[src/hdl/tgr_pkg.sv]
// shared types and constants for the touch gesture recognizer
// depends on nothing; used by all modules in hdl
package tgr_pkg;
	localparam int ANGLE_W = 16;
	localparam int ROT_STEP = 3640;
	localparam int CORDIC_N = 32;
	localparam logic [2:0] OP_DOWN = 3'd0;
	localparam logic [2:0] OP_MOVE = 3'd1;
	localparam logic [2:0] OP_LIFT = 3'd2;
	localparam logic [2:0] OP_ATTACH = 3'd3;
	localparam logic [2:0] OP_DETACH = 3'd4;
	localparam logic [1:0] G_TAP = 2'd0;
	localparam logic [1:0] G_LEFT = 2'd1;
	localparam logic [1:0] G_RIGHT = 2'd2;
	localparam logic [1:0] G_ROTATE = 2'd3;
	localparam logic [2:0] REG_CX = 3'd0;
	localparam logic [2:0] REG_CY = 3'd1;
	localparam logic [2:0] REG_MASK = 3'd2;
	localparam logic [2:0] REG_TMOVE = 3'd3;
	localparam logic [2:0] REG_TMS = 3'd4;
	localparam logic [2:0] REG_GRACE = 3'd5;
	localparam logic [2:0] REG_SWIPE = 3'd6;
	localparam logic [2:0] REG_RAD = 3'd7;

	// controller to datapath commands
	typedef struct packed {
		logic load;      // capture input item, compute differences
		logic cordic_init;
		logic cordic_step;
		logic mult_calc; // radius test
		logic down_upd;  // commit touchdown state
		logic move_upd;  // commit move tracking
		logic rot_upd;   // commit angle state
		logic acc_upd;   // compute steps from accumulator
		logic lift_upd;
	} tgr_cmd_t;

	// datapath to controller status
	typedef struct packed {
		logic cordic_last;
		logic rot_enabled; // handler bit and radius pass
		logic rot_emit;
		logic lift_emit;
	} tgr_sts_t;

	// arctangent table in 2^-32 turn
	function automatic logic [31:0] cordic_atan(input logic [4:0] i);
		case (i)
			5'd0: cordic_atan = 32'd536870912;
			5'd1: cordic_atan = 32'd316933406;
			5'd2: cordic_atan = 32'd167458907;
			5'd3: cordic_atan = 32'd85004756;
			5'd4: cordic_atan = 32'd42667331;
			5'd5: cordic_atan = 32'd21354465;
			5'd6: cordic_atan = 32'd10679838;
			5'd7: cordic_atan = 32'd5340245;
			5'd8: cordic_atan = 32'd2670163;
			5'd9: cordic_atan = 32'd1335087;
			5'd10: cordic_atan = 32'd667544;
			5'd11: cordic_atan = 32'd333772;
			5'd12: cordic_atan = 32'd166886;
			5'd13: cordic_atan = 32'd83443;
			5'd14: cordic_atan = 32'd41722;
			5'd15: cordic_atan = 32'd20861;
			5'd16: cordic_atan = 32'd10430;
			5'd17: cordic_atan = 32'd5215;
			5'd18: cordic_atan = 32'd2608;
			5'd19: cordic_atan = 32'd1304;
			5'd20: cordic_atan = 32'd652;
			5'd21: cordic_atan = 32'd326;
			5'd22: cordic_atan = 32'd163;
			5'd23: cordic_atan = 32'd81;
			5'd24: cordic_atan = 32'd41;
			5'd25: cordic_atan = 32'd20;
			5'd26: cordic_atan = 32'd10;
			5'd27: cordic_atan = 32'd5;
			5'd28: cordic_atan = 32'd3;
			5'd29: cordic_atan = 32'd1;
			5'd30: cordic_atan = 32'd1;
			default: cordic_atan = 32'd0;
		endcase
	endfunction
endpackage

[src/hdl/tgr_datapath.sv]
// datapath: config registers, contact state, cordic angle unit, speed test
// depends on tgr_pkg
module tgr_datapath #(
	parameter int COORD_BITS = 10,
	parameter int TIME_BITS = 32
) (
	input  logic clk,
	input  logic arst_n,
	input  tgr_pkg::tgr_cmd_t cmd,
	output tgr_pkg::tgr_sts_t sts,
	input  logic cfg_valid,
	input  logic [2:0] cfg_index,
	input  logic [15:0] cfg_data,
	input  logic [2:0] op,
	input  logic [COORD_BITS-1:0] pos_x,
	input  logic [COORD_BITS-1:0] pos_y,
	input  logic [TIME_BITS-1:0] time_ms,
	input  logic skip_touch,
	output logic [2:0] op_q,
	output logic nonnav_q,
	output logic [1:0] gesture_q,
	output logic delivered_q,
	output logic [9:0] tap_x_q,
	output logic [9:0] tap_y_q,
	output logic signed [7:0] steps_q
);
	import tgr_pkg::*;

	localparam int DW = COORD_BITS + 1;      // signed difference
	localparam int CW = COORD_BITS + 36;     // cordic vector width
	localparam int SQW = 2 * COORD_BITS + 2;

	// configuration
	logic [9:0] centre_x_q, centre_y_q, swipe_min_dx_q;
	logic [2:0] handler_mask_q;
	logic [10:0] tap_max_move_q;
	logic [15:0] tap_max_ms_q, grace_ms_q;
	logic [8:0] rotate_min_radius_q;

	always_ff @(posedge clk or negedge arst_n) begin
		if (!arst_n) begin
			centre_x_q <= 10'd100;
			centre_y_q <= 10'd114;
			handler_mask_q <= 3'd7;
			tap_max_move_q <= 11'd12;
			tap_max_ms_q <= 16'd350;
			grace_ms_q <= 16'd400;
			swipe_min_dx_q <= 10'd40;
			rotate_min_radius_q <= 9'd24;
		end else if (cfg_valid) begin
			case (cfg_index)
				REG_CX: centre_x_q <= cfg_data[9:0];
				REG_CY: centre_y_q <= cfg_data[9:0];
				REG_MASK: handler_mask_q <= cfg_data[2:0];
				REG_TMOVE: tap_max_move_q <= cfg_data[10:0];
				REG_TMS: tap_max_ms_q <= cfg_data;
				REG_GRACE: grace_ms_q <= cfg_data;
				REG_SWIPE: swipe_min_dx_q <= cfg_data[9:0];
				REG_RAD: rotate_min_radius_q <= cfg_data[8:0];
				default: ;
			endcase
		end
	end

	// captured item
	logic [COORD_BITS-1:0] px_q, py_q;
	logic [TIME_BITS-1:0] now_q;
	logic signed [DW:0] rx_q, ry_q;
	logic [DW:0] mv_q;

	logic [COORD_BITS-1:0] down_x_q, down_y_q, last_x_q, last_y_q;
	logic [TIME_BITS-1:0] attach_time_q, down_time_q, last_angle_time_q;
	logic [DW:0] max_move_q;
	logic [ANGLE_W-1:0] last_angle_q;
	logic signed [12:0] angle_accum_q;
	logic rotated_q;

	logic signed [DW:0] dxm, dym;
	logic [DW:0] adx, ady;
	always_comb begin
		dxm = $signed({2'b0, pos_x}) - $signed({2'b0, down_x_q});
		dym = $signed({2'b0, pos_y}) - $signed({2'b0, down_y_q});
		adx = dxm[DW] ? (DW+1)'(-dxm) : dxm;
		ady = dym[DW] ? (DW+1)'(-dym) : dym;
	end

	// capture and precompute
	always_ff @(posedge clk) begin
		if (cmd.load) begin
			op_q <= op;
			nonnav_q <= skip_touch;
			px_q <= pos_x;
			py_q <= pos_y;
			now_q <= time_ms;
			rx_q <= $signed({2'b0, pos_x}) - $signed((DW+1)'(centre_x_q));
			ry_q <= $signed({2'b0, pos_y}) - $signed((DW+1)'(centre_y_q));
			mv_q <= adx + ady;
		end
	end

	// cordic vectoring, one iteration per cycle
	logic signed [CW-1:0] cx_q, cy_q;
	logic [31:0] cz_q;
	logic [4:0] ci_q;
	logic zero_q;
	logic signed [CW-1:0] xs, ys;
	logic cordic_last, rot_enabled, rot_emit, lift_emit;
	assign xs = cx_q >>> ci_q;
	assign ys = cy_q >>> ci_q;
	assign cordic_last = (ci_q == 5'(CORDIC_N - 1));

	always_ff @(posedge clk) begin
		if (cmd.cordic_init) begin
			ci_q <= '0;
			zero_q <= (rx_q == 0) && (ry_q == 0);
			if (rx_q < 0) begin
				cx_q <= {CW'(-rx_q)} <<< 32;
				cy_q <= {CW'(-ry_q)} <<< 32;
				cz_q <= 32'h8000_0000;
			end else begin
				cx_q <= CW'(rx_q) <<< 32;
				cy_q <= CW'(ry_q) <<< 32;
				cz_q <= '0;
			end
		end else if (cmd.cordic_step) begin
			ci_q <= ci_q + 5'd1;
			if (!cy_q[CW-1]) begin
				cx_q <= cx_q + ys;
				cy_q <= cy_q - xs;
				cz_q <= cz_q + cordic_atan(ci_q);
			end else begin
				cx_q <= cx_q - ys;
				cy_q <= cy_q + xs;
				cz_q <= cz_q - cordic_atan(ci_q);
			end
		end
	end

	logic [31:0] zr;
	logic [ANGLE_W-1:0] angle;
	assign zr = cz_q + 32'd32768;
	assign angle = zero_q ? '0 : zr[31:16];

	// angle difference wrapped into half turn
	logic signed [17:0] dwr, dfull;
	always_comb begin
		dfull = $signed({2'b0, angle}) - $signed({2'b0, last_angle_q});
		if (dfull > 18'sd32768) dwr = dfull - 18'sd65536;
		else if (dfull < -18'sd32768) dwr = dfull + 18'sd65536;
		else dwr = dfull;
	end

	// radius test and speed multiplier:
	// dps = floor(floor(|d|*360000/65536)/dt); dps > k holds
	// exactly when q >= (k+1)*dt, so compare q against 721*dt and 361*dt
	logic [SQW-1:0] r2, rr;
	logic [16:0] ad;
	logic [TIME_BITS-1:0] dt;
	logic [21:0] qd;
	logic [3:0] mult_q;
	logic rad_ok_q;
	logic signed [17:0] d_q;
	logic [TIME_BITS+10:0] t720, t360;
	logic [38:0] qprod;
	always_comb begin
		r2 = SQW'(rx_q * rx_q) + SQW'(ry_q * ry_q);
		rr = SQW'(rotate_min_radius_q * rotate_min_radius_q);
		ad = dwr[17] ? 17'(-dwr) : 17'(dwr);
		dt = now_q - last_angle_time_q;
		if (dt == '0) dt = TIME_BITS'(1);
		qprod = 39'(ad) * 39'd360000;
		qd = qprod[37:16];
		// floor(q/dt) > k  <=>  q >= (k+1)*dt
		t720 = (TIME_BITS+11)'(dt) * (TIME_BITS+11)'(721);
		t360 = (TIME_BITS+11)'(dt) * (TIME_BITS+11)'(361);
	end
	assign rot_enabled = handler_mask_q[2] && rad_ok_q;

	always_ff @(posedge clk) begin
		if (cmd.mult_calc) begin
			rad_ok_q <= !(r2 < rr);
		end
		if (cmd.rot_upd) begin
			d_q <= dwr;
			if ((TIME_BITS+11)'(qd) >= t720) mult_q <= 4'd10;
			else if ((TIME_BITS+11)'(qd) >= t360) mult_q <= 4'd5;
			else mult_q <= 4'd1;
		end
	end

	// accumulator split into whole steps, truncated toward zero
	// (|sum| < 3640 + 32768, so at most 10 steps)
	logic signed [17:0] acc_sum, acc_rem;
	logic [16:0] acc_mag, rem_mag;
	logic [3:0] steps_mag;
	logic signed [4:0] steps;
	always_comb begin
		acc_sum = 18'(angle_accum_q) + d_q;
		acc_mag = acc_sum[17] ? 17'(-acc_sum) : acc_sum[16:0];
		steps_mag = '0;
		for (int k = 1; k <= 10; k++)
			if (acc_mag >= 17'(k * ROT_STEP)) steps_mag = 4'(k);
		rem_mag = acc_mag - 17'(steps_mag) * 17'(ROT_STEP);
		steps = acc_sum[17] ? -$signed({1'b0, steps_mag}) : $signed({1'b0, steps_mag});
		acc_rem = acc_sum[17] ? -$signed({1'b0, rem_mag}) : $signed({1'b0, rem_mag});
	end
	assign rot_emit = (steps != 0) && (max_move_q > (DW+1)'(tap_max_move_q));

	// liftoff classification
	logic signed [DW:0] ldx, ldy;
	logic [DW:0] aldx, aldy;
	logic [TIME_BITS-1:0] since_att, since_down;
	logic tap_ok, swipe_ok, grace_ok;
	always_comb begin
		ldx = $signed({2'b0, last_x_q}) - $signed({2'b0, down_x_q});
		ldy = $signed({2'b0, last_y_q}) - $signed({2'b0, down_y_q});
		aldx = ldx[DW] ? (DW+1)'(-ldx) : ldx;
		aldy = ldy[DW] ? (DW+1)'(-ldy) : ldy;
		since_att = now_q - attach_time_q;
		since_down = now_q - down_time_q;
		grace_ok = !((TIME_BITS+1)'(since_att) < (TIME_BITS+1)'(grace_ms_q));
		tap_ok = (max_move_q <= (DW+1)'(tap_max_move_q)) &&
			((TIME_BITS+1)'(since_down) <= (TIME_BITS+1)'(tap_max_ms_q));
		swipe_ok = (aldx >= (DW+1)'(swipe_min_dx_q)) && ((DW+2)'(aldx) > ((DW+2)'(aldy) << 1));
	end
	assign lift_emit = !rotated_q && grace_ok && (tap_ok || swipe_ok);

	assign sts = '{cordic_last: cordic_last, rot_enabled: rot_enabled,
		rot_emit: rot_emit, lift_emit: lift_emit};

	// contact state
	always_ff @(posedge clk or negedge arst_n) begin
		if (!arst_n) begin
			down_x_q <= '0; down_y_q <= '0; last_x_q <= '0; last_y_q <= '0;
			attach_time_q <= '0; down_time_q <= '0; last_angle_time_q <= '0;
			max_move_q <= '0; last_angle_q <= '0; angle_accum_q <= '0;
			rotated_q <= 1'b0;
		end else begin
			if (cmd.load && op == OP_ATTACH) attach_time_q <= time_ms;
			if (cmd.down_upd) begin
				rotated_q <= 1'b0;
				down_time_q <= now_q;
				down_x_q <= px_q; last_x_q <= px_q;
				down_y_q <= py_q; last_y_q <= py_q;
				max_move_q <= '0;
				angle_accum_q <= '0;
				last_angle_q <= angle;
				last_angle_time_q <= now_q;
			end
			if (cmd.move_upd) begin
				if (mv_q > max_move_q) max_move_q <= mv_q;
				last_x_q <= px_q;
				last_y_q <= py_q;
			end
			if (cmd.rot_upd) begin
				last_angle_q <= angle;
				last_angle_time_q <= now_q;
			end
			if (cmd.acc_upd) begin
				angle_accum_q <= 13'(acc_rem);
				if (rot_emit) rotated_q <= 1'b1;
			end
		end
	end

	// result registers
	always_ff @(posedge clk) begin
		if (cmd.acc_upd) begin
			gesture_q <= G_ROTATE;
			delivered_q <= 1'b1;
			tap_x_q <= '0;
			tap_y_q <= '0;
			steps_q <= 8'(steps) * 8'(mult_q);
		end else if (cmd.lift_upd) begin
			steps_q <= '0;
			if (tap_ok) begin
				gesture_q <= G_TAP;
				delivered_q <= handler_mask_q[0];
				tap_x_q <= 10'(down_x_q);
				tap_y_q <= 10'(down_y_q);
			end else begin
				gesture_q <= ldx[DW] ? G_LEFT : G_RIGHT;
				delivered_q <= handler_mask_q[1];
				tap_x_q <= '0;
				tap_y_q <= '0;
			end
		end
	end
endmodule

[src/hdl/tgr_ctrl.sv]
// controller: sequences one event through the datapath and the handshake
// depends on tgr_pkg
module tgr_ctrl (
	input  logic clk,
	input  logic arst_n,
	input  logic valid,
	output logic ready,
	output logic out_valid,
	input  logic out_ready,
	input  logic [2:0] op_q,
	input  logic nonnav_q,
	input  tgr_pkg::tgr_sts_t sts,
	output tgr_pkg::tgr_cmd_t cmd
);
	import tgr_pkg::*;

	typedef enum logic [2:0] {
		S_IDLE, S_DISPATCH, S_INIT, S_CORDIC, S_MOVE, S_ROT, S_ACC, S_OUT
	} state_t;

	state_t state_q;
	logic attached_q, active_q, ignore_q, down_q;

	assign ready = (state_q == S_IDLE);
	assign out_valid = (state_q == S_OUT);

	// commands decoded from state
	always_comb begin
		cmd = '0;
		cmd.load = valid && ready;
		cmd.cordic_init = (state_q == S_INIT);
		cmd.cordic_step = (state_q == S_CORDIC);
		cmd.mult_calc = (state_q == S_MOVE);
		cmd.down_upd = (state_q == S_CORDIC) && sts.cordic_last && down_q;
		cmd.move_upd = (state_q == S_MOVE);
		cmd.rot_upd = (state_q == S_CORDIC) && sts.cordic_last && !down_q;
		cmd.acc_upd = (state_q == S_ACC);
		cmd.lift_upd = (state_q == S_DISPATCH) && attached_q && op_q == OP_LIFT &&
			active_q && !ignore_q && sts.lift_emit;
	end

	// sequencer and contact flags
	always_ff @(posedge clk or negedge arst_n) begin
		if (!arst_n) begin
			state_q <= S_IDLE;
			attached_q <= 1'b0;
			active_q <= 1'b0;
			ignore_q <= 1'b0;
			down_q <= 1'b0;
		end else begin
			case (state_q)
				S_IDLE: if (valid) state_q <= S_DISPATCH;
				S_DISPATCH: begin
					state_q <= S_IDLE;
					if (op_q == OP_ATTACH) begin
						attached_q <= 1'b1; active_q <= 1'b0;
					end else if (op_q == OP_DETACH) begin
						attached_q <= 1'b0; active_q <= 1'b0;
					end else if (attached_q) begin
						case (op_q)
							OP_DOWN: begin
								active_q <= 1'b1;
								ignore_q <= nonnav_q;
								down_q <= 1'b1;
								state_q <= S_INIT;
							end
							OP_MOVE: if (active_q && !ignore_q) begin
								down_q <= 1'b0;
								state_q <= S_MOVE;
							end
							OP_LIFT: begin
								active_q <= 1'b0;
								if (cmd.lift_upd) state_q <= S_OUT;
							end
							default: ;
						endcase
					end
				end
				S_MOVE: state_q <= S_ROT;
				S_ROT: state_q <= sts.rot_enabled ? S_INIT : S_IDLE;
				S_INIT: state_q <= S_CORDIC;
				S_CORDIC: if (sts.cordic_last) state_q <= down_q ? S_IDLE : S_ACC;
				S_ACC: state_q <= sts.rot_emit ? S_OUT : S_IDLE;
				S_OUT: if (out_ready) state_q <= S_IDLE;
				default: state_q <= S_IDLE;
			endcase
		end
	end
endmodule

[src/hdl/touch_gesture_recognizer.sv]
// touch gesture recognizer top level: controller plus datapath
// a liftoff result is registered in the dispatch state; a rotate result passes the
// move, rot, init, cordic (32-iteration angle unit, one iteration per cycle) and acc states
// one request at a time: ready stays low until the sequence returns to idle, and a
// waiting result holds it off until out_ready takes the result
// reset: arst_n clears the contact state and loads the register defaults
module touch_gesture_recognizer #(
	parameter int COORD_BITS = 10,
	parameter int TIME_BITS = 32
) (
	input  logic clk,
	input  logic arst_n,
	input  logic cfg_valid,
	output logic cfg_ready,
	input  logic [2:0] cfg_index,
	input  logic [15:0] cfg_data,
	input  logic valid,
	output logic ready,
	input  logic [2:0] op,
	input  logic [COORD_BITS-1:0] pos_x,
	input  logic [COORD_BITS-1:0] pos_y,
	input  logic [TIME_BITS-1:0] time_ms,
	input  logic skip_touch,
	output logic out_valid,
	input  logic out_ready,
	output logic [1:0] gesture,
	output logic delivered,
	output logic [9:0] tap_x,
	output logic [9:0] tap_y,
	output logic signed [7:0] rotate_steps
);
	import tgr_pkg::*;

	tgr_cmd_t cmd;
	tgr_sts_t sts;
	logic [2:0] op_q;
	logic nonnav_q;

	assign cfg_ready = 1'b1;

	tgr_ctrl u_ctrl (
		.clk, .arst_n, .valid, .ready, .out_valid, .out_ready,
		.op_q, .nonnav_q, .sts, .cmd
	);

	tgr_datapath #(.COORD_BITS(COORD_BITS), .TIME_BITS(TIME_BITS)) u_dp (
		.clk, .arst_n, .cmd, .sts,
		.cfg_valid(cfg_valid && cfg_ready), .cfg_index, .cfg_data,
		.op, .pos_x, .pos_y, .time_ms, .skip_touch,
		.op_q, .nonnav_q,
		.gesture_q(gesture), .delivered_q(delivered),
		.tap_x_q(tap_x), .tap_y_q(tap_y), .steps_q(rotate_steps)
	);

	// no request taken while a result waits
	assert property (@(posedge clk) disable iff (!arst_n) out_valid |-> !ready)
		else $error("input taken during result");
	// a rotate result always reports delivered
	assert property (@(posedge clk) disable iff (!arst_n)
		(out_valid && gesture == G_ROTATE) |-> delivered)
		else $error("rotate not delivered");
	// non-rotate results carry no steps
	assert property (@(posedge clk) disable iff (!arst_n)
		(out_valid && gesture != G_ROTATE) |-> (rotate_steps == 8'sd0))
		else $error("steps on non-rotate");
endmodule
[config.mk]
export PLATFORM = sky130hd
export DESIGN_NAME = touch_gesture_recognizer
export DESIGN_NICKNAME = d
export VERILOG_FILES = /design/src/hdl/tgr_pkg.sv /design/src/hdl/tgr_datapath.sv /design/src/hdl/tgr_ctrl.sv /design/src/hdl/touch_gesture_recognizer.sv
export SDC_FILE = /design/constraint.sdc
export NUM_CORES = 2
export LEC_CHECK = 0
export BUFFER_PORTS_ARGS = -buffer_cell sky130_fd_sc_hd__buf_2
export CAP_MARGIN = 30
export CORE_MARGIN = 2
export CORE_UTILIZATION = 55
export CTS_CLUSTER_SIZE = 20
export DETAILED_ROUTE_END_ITERATION = 16
export GPL_ROUTABILITY_DRIVEN = 0
export PLACE_DENSITY_LB_ADDON = 0.08
export SYNTH_ARGS = -nofsm -noshare
export SYNTH_HDL_FRONTEND = slang
export SYNTH_SLANG_ARGS = --single-unit
[constraint.sdc]
create_clock -name clk -period 16.5 [get_ports clk]
set_clock_uncertainty 0.05 [all_clocks]
set_input_delay 3.3 -clock clk [delete_from_list [all_inputs] [get_ports clk]]
set_output_delay 3.3 -clock clk [all_outputs]
set_load 0.02 [all_outputs]
==> summary.md <==
| Metric | Value |
|---|---|
| Outcome | `completed` |
| Largest area contributor in the netlist | `ha_1` |
| Clock latency on the worst-skew pair | `0.72 ns` |
| CTS H-Tree Depth | `3` |
| Maximum clock path buffer count | `3` |
| Crit path max fanout | `33` |
| Final period utilization | `0.8912` |
| CP peak stage delay | `0.83 ns` |
| Final Critical Period | `14.70 ns` |
| Post-DP HPWL | `155.0 mm` |
| Initial core utilization | `0.5555` |
| Port bufs | `112` |
| CP startpoint kind | `flip-flop` |
| IO Pins | `114` |
| DR WL/cell | `18.81 um` |
| Postcts setup bufs | `0` |
| Hold_sp | `u_dp.tap_y_q[2]$_SDFFE_PP0P_` |
| Rows | `135` |
| Die Span Y | `374.4 um` |
| EDFF count, synth | `245` |
| Core ar. | `135,800 sq um` |
| Top cell by count, worst path | `inv_1` |
| FMAX | `68.01 MHz` |
| DRT Pass-1 Iters | `8` |
| GR Overflow Total | `0` |
| RSZ-0062 raised after global routing | `no` |
| Initial DRC Count | `4,142` |
| Final Max Slew Viols | `0` |
| Die area | `140,100 sq um` |
| Overall routed net length | `193.1 mm` |
| Fillers | `12,150` |
| Syn-to-layout area delta | `6.307%` |
| NumNets Final | `9,937` |
| Synth warn | `0` |
| Syn_area_per_cell | `8.919 sq um` |
| Worst slew pin tran | `1.045 ns` |
| Most common cell after layout, fill and taps aside | `inv_1` |
| Post_cts resized | `0` |
| Crit path required time | `16.89 ns` |
| Fin. Hold Viols | `0` |
| Initial antenna violation count | `10` |
| Synth top area share | `0.1498` |
| Root buffer cell | `clkbuf_16` |
| Worst Path Arrival | `15.10 ns` |
| R2R Path End | `u_dp.mult_q[2]$_SDFFCE_PP0P_` |
| DRC viols | `0` |
| CP max stage cell | `xnor2_1` |
| Setup_tns | `0 ns` |
| Crit Reg-Reg Startpoint | `u_dp.zero_q$_DFFE_PP_` |
| Cells after synthesis | `8,458` |
| Total CTS buffers | `74` |
| Min-Delay Path Class | `reg2reg` |
| Number of distinct library cells after synthesis | `116` |
| Critical path class | `reg2reg` |
| Top_reg_cell synth | `edfxtp_1` |
| Slew HR | `0.2985` |
| Reg-to-reg slack, setup | `1.80 ns` |
| Most frequent cells in the layout | `1,219 x inv_1, 903 x ha_1, 605 x nand2_1, 585 x nor2_1, 527 x fa_1` |
| Hold depth | `1` |
| Vias in the first global route | `58,910` |
| GRT Overall Usage | `0.2770` |
| Async SR Flop Fraction | `0.4712` |
| Cell Area, Synth | `75,440 sq um` |
| CTS Hold Bufs | `0` |
| Chip width | `374.4 um` |
| R2R cell count | `50` |
| Area contributors post-synth | `ha_1 15%, fa_1 14%, edfxtp_1 9.8%, dfrtp_1 8.1%, inv_1 6.1%` |
| Layout cells sized above 1 | `0.08331` |
| Antenna viol nets, final | `0` |
| CTS clk-pin slew, worst paths | `0.06 ns` |
| Vias | `59,640` |
| Hold Crit Endpoint | `u_dp.tap_y_q[2]$_SDFFE_PP0P_` |
| Crit end category | `flip-flop` |
| Max-cap violations | `0` |
| TritonCTS clock tree | `yes` |
| Clock sink count | `573` |
| Yosys reg bits | `573` |
| Final setup viols | `0` |
| First-pass GRT wire length | `314.6 mm` |
| Vias/cell | `5.807` |
| Sequential share of the synthesized area | `0.2029` |
| Pin count of the biggest net entering global routing | `142` |
==> layer usage <==
metal  global-route usage  share of wire  up-vias
li1                     -              -    29070
met1               0.3780           0.44    28760
met2               0.4507           0.46     1520
met3              0.04786          0.062      288
met4              0.08163          0.030        8
met5                    0        0.00024        -
==> cell type report <==
type,count,area [sq um],area share
Antenna cell,3,7.507,0.00009361
Tap cell,1781,2228,0.02779
Clock buffer,100,2103,0.02623
Clock inverter,35,456.7,0.005694
Sequential cell,573,15320,0.1910
Multi-Input combinational cell,6380,54420,0.6785
Timing Repair Buffer,171,1059,0.01320
Inverter,1227,4612,0.05751
==> registers in the layout, indices dropped and copies added, names as in the netlist, 18 cells and up, named ones only <==
name	count
u_dp.attach_time_q	32
u_dp.down_time_q	32
u_dp.last_angle_time_q	32
u_dp.now_q	32
u_dp.cz_q	32
u_dp.cy_q	46
u_dp.d_q	18
u_dp.cx_q	46
==> how the worst max path moves through the flow <==
stage	start	endpoint	depth (start not counted)
floorplan	u_dp.cz_q[15]$_SDFFCE_PP0P_	u_dp.mult_q[2]$_SDFFCE_PP0P_	55
global placement	u_dp.zero_q$_DFFE_PP_	u_dp.mult_q[2]$_SDFFCE_PP0P_	50
detailed placement	u_dp.zero_q$_DFFE_PP_	u_dp.mult_q[2]$_SDFFCE_PP0P_	50
CTS	u_dp.zero_q$_DFFE_PP_	u_dp.mult_q[2]$_SDFFCE_PP0P_	50
global route	u_dp.zero_q$_DFFE_PP_	u_dp.mult_q[2]$_SDFFCE_PP0P_	50
finish	u_dp.zero_q$_DFFE_PP_	u_dp.mult_q[2]$_SDFFCE_PP0P_	50
==> per-stage QoR <==
stage / instances / hold slack (ns) / setup slack, ns / util / instance area [sq um]
final: 10270 / 0.4230 / 1.795 / 0.5905 / 80200
after global routing: 10270 / 0.4505 / 0.4853 / 0.5905 / 80190
after CTS: 10270 / 0.4274 / 1.788 / 0.5903 / 80160
after detailed placement: 10130 / 0.4129 / 1.903 / 0.5714 / 77600
after global placement: 10130 / 0.4087 / 2.094 / 0.5712 / 77570
after floorplan: 8466 / 0.3960 / 3.760 / - / 75470
==> cells by family after synthesis <==
family                     synth area share
AOI/OAI and AO/OA                    0.1529
xor gates and xnor gates            0.06860
adders and majority gates            0.2896
buffers and inverters               0.07689
DFF                                  0.2029
muxes                               0.07203
other                            0.00009955
and+or+nand+nor                      0.1369
==> Yosys cell counts, types with 53 or more instances <==
master    instances
inv_1          1222
ha_1            903
nand2_1         606
nor2_1          588
fa_1            527
a21oi_1         518
o21ai_0         464
xnor2_1         379
dfrtp_1         245
edfxtp_1        245
xor2_1          210
clkbuf_1        203
mux2_2          175
a21o_1          168
nand3_1         161
nor3_1          149
and2_1          125
mux4_2          121
nor2b_1         107
nand2b_1         94
o21a_1           91
a31oi_1          77
o21bai_1         68
mux2i_1          67
nand4_1          59
dfxtp_1          58
or3_1            53
==> critical path: cells and delay by family, from the launching register on <==
family | cells | cell delay [ns]
AOI/OAI and AO/OA | 18 | 4.18
and+or+nand+nor | 13 | 3.53
adders and majority gates | 9 | 3.50
xor gates and xnor gates | 3 | 1.52
buffers and inverters | 7 | 0.86
DFF | 1 | 0.79
Power is not shown: default switching activity piles up to over one toggle a cycle in this logic, so the estimate is an artifact.
